**src/rtl/pdt_ram.sv**
```systemverilog
`timescale 1ns / 1ps
// generic single write port ram with one registered read port
// no dependencies
module pdt_ram #(
  parameter int WIDTH = 32,
  parameter int DEPTH = 64
) (
  input  logic                     clk,
  input  logic                     we,
  input  logic [$clog2(DEPTH)-1:0] waddr,
  input  logic [WIDTH-1:0]         wdata,
  input  logic [$clog2(DEPTH)-1:0] raddr,
  output logic [WIDTH-1:0]         rdata
);

  logic [WIDTH-1:0] mem [DEPTH];

  always_ff @(posedge clk) begin
    if (we) begin
      mem[waddr] <= wdata;
    end
    rdata <= mem[raddr];
  end

endmodule

```
**config.mk**
```make
export PLATFORM = sky130hd
export DESIGN_NAME = pdt_ram
export DESIGN_NICKNAME = d
export VERILOG_FILES = /design/src/rtl/pdt_ram.sv
export SDC_FILE = /design/constraint.sdc
export NUM_CORES = 2
export LEC_CHECK = 0
export BUFFER_PORTS_ARGS = -buffer_cell sky130_fd_sc_hd__buf_4
export CORE_MARGIN = 2
export CORE_UTILIZATION = 40
export DETAILED_ROUTE_END_ITERATION = 6
export GPL_TIMING_DRIVEN = 0
export MAX_ROUTING_LAYER = met4
export PLACE_DENSITY_LB_ADDON = 0.3
export SLEW_MARGIN = 20
export SYNTH_ARGS = -nofsm -noshare
export SYNTH_HDL_FRONTEND = slang
export SYNTH_SLANG_ARGS = --single-unit
```
**constraint.sdc**
```tcl
create_clock -name clk -period 4.1 [get_ports clk]
set_clock_uncertainty 0.2 [all_clocks]
set_input_delay 0.205 -clock clk [delete_from_list [all_inputs] [get_ports clk]]
set_output_delay 0.205 -clock clk [all_outputs]
set_load 0.005 [all_outputs]
```
==> impl_metrics.ini <==
[status]
outcome = finished, violations left
failed_checks = negative setup slack

[timing]
maxClockFrequency_mhz = 241
finalCriticalPeriod_ns = 4.15
fin_crit_sh_pct = 101
least_setup_slack_across_all_paths_after_layout_ns = -0.0457
finalSetupViolations = 2
rsz0062_at_grt = false
fin_setup_tns_ns = -0.0641
worst_slew_pin_slew_ns = 1.18
slew-limit-headroom_pct = 21.3
hold_viol = 0
maxSlewViolCount = 0

[cells_and_area]
finish.net_count = 3824
final_cells = 6576
mostFrequentLayoutCell = sky130_fd_sc_hd__edfxtp_1
final_layout_size_suffix_gt1_share_pct = 30.3
final_core_util_pct = 47.5
synthToLayoutAreaGrowth_pct = 18.1
mostFrequentLayoutCells = 2048 x sky130_fd_sc_hd__edfxtp_1, 544 x sky130_fd_sc_hd__mux4_2, 207 x sky130_fd_sc_hd__clkbuf_16

[critical_path]
crit-reg2reg-launch = mem[27][18]$_DFFE_PP_
crit_path_arrival_time_ns = 4.63
r2r.worst_path.cells = 4
timing.critical_path.required_ns = 4.59
worst-setup-path-type = input pin to flip-flop
path_cells = buf_2 -> buf_2 -> buf_2 -> buf_1 -> nand3b_1 -> o221ai_1 -> a21oi_1 -> a21oi_1 -> nor2_1
critical_path.endpoint_type = flip-flop
timing.critical_path.from_type = input pin
worstReg2RegEnd = rdata[18]$_DFF_P_
critical_path.most_common_cell = sky130_fd_sc_hd__buf_2
worst-path-max-fanout = 10
cp_slowest_cell = sky130_fd_sc_hd__buf_1
setup.reg_to_reg.worst_slack_ns = 1.22
worst_path_largest_cell_delay_ns = 0.88
setup.worst_path.start = raddr[1]

[yosys]
synth_area_um2 = 78500
async_flop_share_pct = 0
synth_area_per_cell_um2 = 23.6
yosys_warnings = 0
dominantRegCellSynth = sky130_fd_sc_hd__edfxtp_1
number_of_enable_type_register_cells_in_the_synthesized_netlist = 2048
synth.yosys.seq_area_share_pct = 79.1
synth.area.top_cells = sky130_fd_sc_hd__edfxtp_1 78%, sky130_fd_sc_hd__mux4_2 16%, sky130_fd_sc_hd__mux2i_1 1.2%
synth.largest_area_cell = sky130_fd_sc_hd__edfxtp_1
synth.net_count = 3370
synthCells = 3324
yosys.area.top_type_share_pct = 78.3
synth_cell_types = 34
synth-seq-cells = 2080

[clocking]
count_of_instances_resized_after_the_clock_tree_is_built = 0
holdBufCountCts = 37
cts.sinks = 2080
ctsLongestPathBuffers = 3
worstSkewPairLatency_ns = 0.90
tritoncts.num_buffers = 207
clk_transition_reported_paths_ns = 0.06
cts_tree = done
htree_num_levels = 4
ctsRootBufferMaster = sky130_fd_sc_hd__clkbuf_16
cts_setup_buffers = 0

[floorplanning]
die-width_um = 447
die-height_um = 447
start_util_pct = 40.3
dieArea_um2 = 200000
row_count = 162
num_io_pins = 78
core_area_um2 = 195000

[routing]
number_of_vias_after_detailed_routing = 39600
final_antenna_net_count = 0
route.final.wire_length_um = 241000
avgRoutedWirePerCell_um = 36.7
detail_route.drc_violations = 0
post_drt_via_cell_ratio = 6.03
dr_iter_0_viols = 6453
drtPass1Iterations = 6

[min_path]
min_to = mem[49][29]$_DFFE_PP_
hold_path.startpoint = we
hp-class = input pin to flip-flop
number_of_cells_traversed_by_the_worst_hold_path = 4

[place]
hpwl_um = 161000
dp_worst_setup_slack_ns = -0.897
port_buffers = 69
place.detailed.instances = 6156
gp_weighted_congestion = 0.875

[pwr]
power.total_mw = 44.2
sequentialPowerShare_pct = 53.4
pwr-share-clk_pct = 41.0
power.switching_fraction_pct = 22.5
power_density_nw_per_um2 = 477
share_comb_of_total_power_pct = 5.7
switching_component_of_the_power_mw = 9.94
p_int_mw = 34.3
vdd_ir_drop_max_mv = 0.433
leak_nw = 28.8

[global_route]
grt_first_pass_wirelength_um = 326000
global_route.usage.total_pct = 24.9
grt_max_degree = 65
grt_pass1_vias = 38800
grt.overflow.total = 0
grt_antenna_before_repair = 11

[run]
maxCapViolations = 0
state kept, by name (all words and copies together) (netlist names):
signal  count
mem      2048
rdata      32
metrics by stage:
stage / cell area, um2 / hold slack (ns)
2_1_floorplan: 78500 / 0.104
3_3_place_gp: 82300 / 0.388
3_5_place_dp: 85900 / 0.384
4_1_cts: 92700 / 0.0679
5_1_grt: 92700 / 0.154
6_report: 92700 / 0.145
cells by family after synthesis:
family	share of synthesized area (%)
flip-flops	79.1
multiplexers	16.8
AND/OR/NAND/NOR	1.27
AO/OA/AOI/OAI	1.67
buffers and inverters	1.13
critical path, delay by kind of cell:
family	cells	cell delay (ns)
buffers and inverters	4	2.16
AOI/OAI and AO/OA	3	1.27
and+or+nand+nor	2	0.95
power by group through the flow:
| stage | Sequential [mW] | Clock (mW) | Combinational (mW) |
|---|---|---|---|
| 6_report | 23.6 | 18.1 | 2.51 |
| 5_1_grt | 23.6 | 19.1 | 2.59 |
| 4_1_cts | 23.6 | 18.3 | 2.50 |
| 3_5_place_dp | 24.0 | 0 | 2.46 |
| 3_3_place_gp | 24.0 | 0 | 2.36 |
| 2_1_floorplan | 24.0 | 0 | 1.14 |
area by class of cell:
| class | count | area [um2] |
|---|---|---|
| Sequential cell | 2080 | 62100 |
| Timing Repair Buffer | 245 | 3940 |
| Tap cell | 2624 | 3280 |
| Buffer | 182 | 902 |
| Fill cell | 15800 | 102000 |
| Clock buffer | 261 | 5410 |
| Antenna cell | 9 | 22.5 |
| Multi-Input combinational cell | 1062 | 16000 |
| Clock inverter | 113 | 1020 |
worst max-delay path by stage:
stage / endpoint / slack, ns / depth (start not counted)
floorplan: mem[48][0]$_DFFE_PP_ / 0.54 / 4
global placement: mem[49][14]$_DFFE_PP_ / -3.83 / 3
global route: rdata[22]$_DFF_P_ / 0.02 / 9
detailed placement: rdata[22]$_DFF_P_ / -0.90 / 9
finish: rdata[22]$_DFF_P_ / -0.05 / 9
CTS: rdata[22]$_DFF_P_ / 0.04 / 9
routing by layer:
metal	vias up	routed length, um	part of all wire, %	GRT usage, %
li1	15200	-	-	-
met1	21500	91200	38	32.9
met4	0	10200	4.2	9.26
met5	-	0	0	-
met2	2557	114000	47	38.3
met3	436	25600	11	5.16
cell usage after synthesis (all sizes together), types with 5 or more instances:
master     n
nand3b     5
mux2i     93
a311oi     8
nor2     137
dfxtp     32
nor2b     15
a22oi     12
or3b       5
mux4     544
o22ai     84
clkbuf    74
buf      108
nand3      5
nand2b     8
edfxtp  2048
o221ai    27
nor3       7
a21oi     62
nand2     26
(Power assumes the default switching activity.)
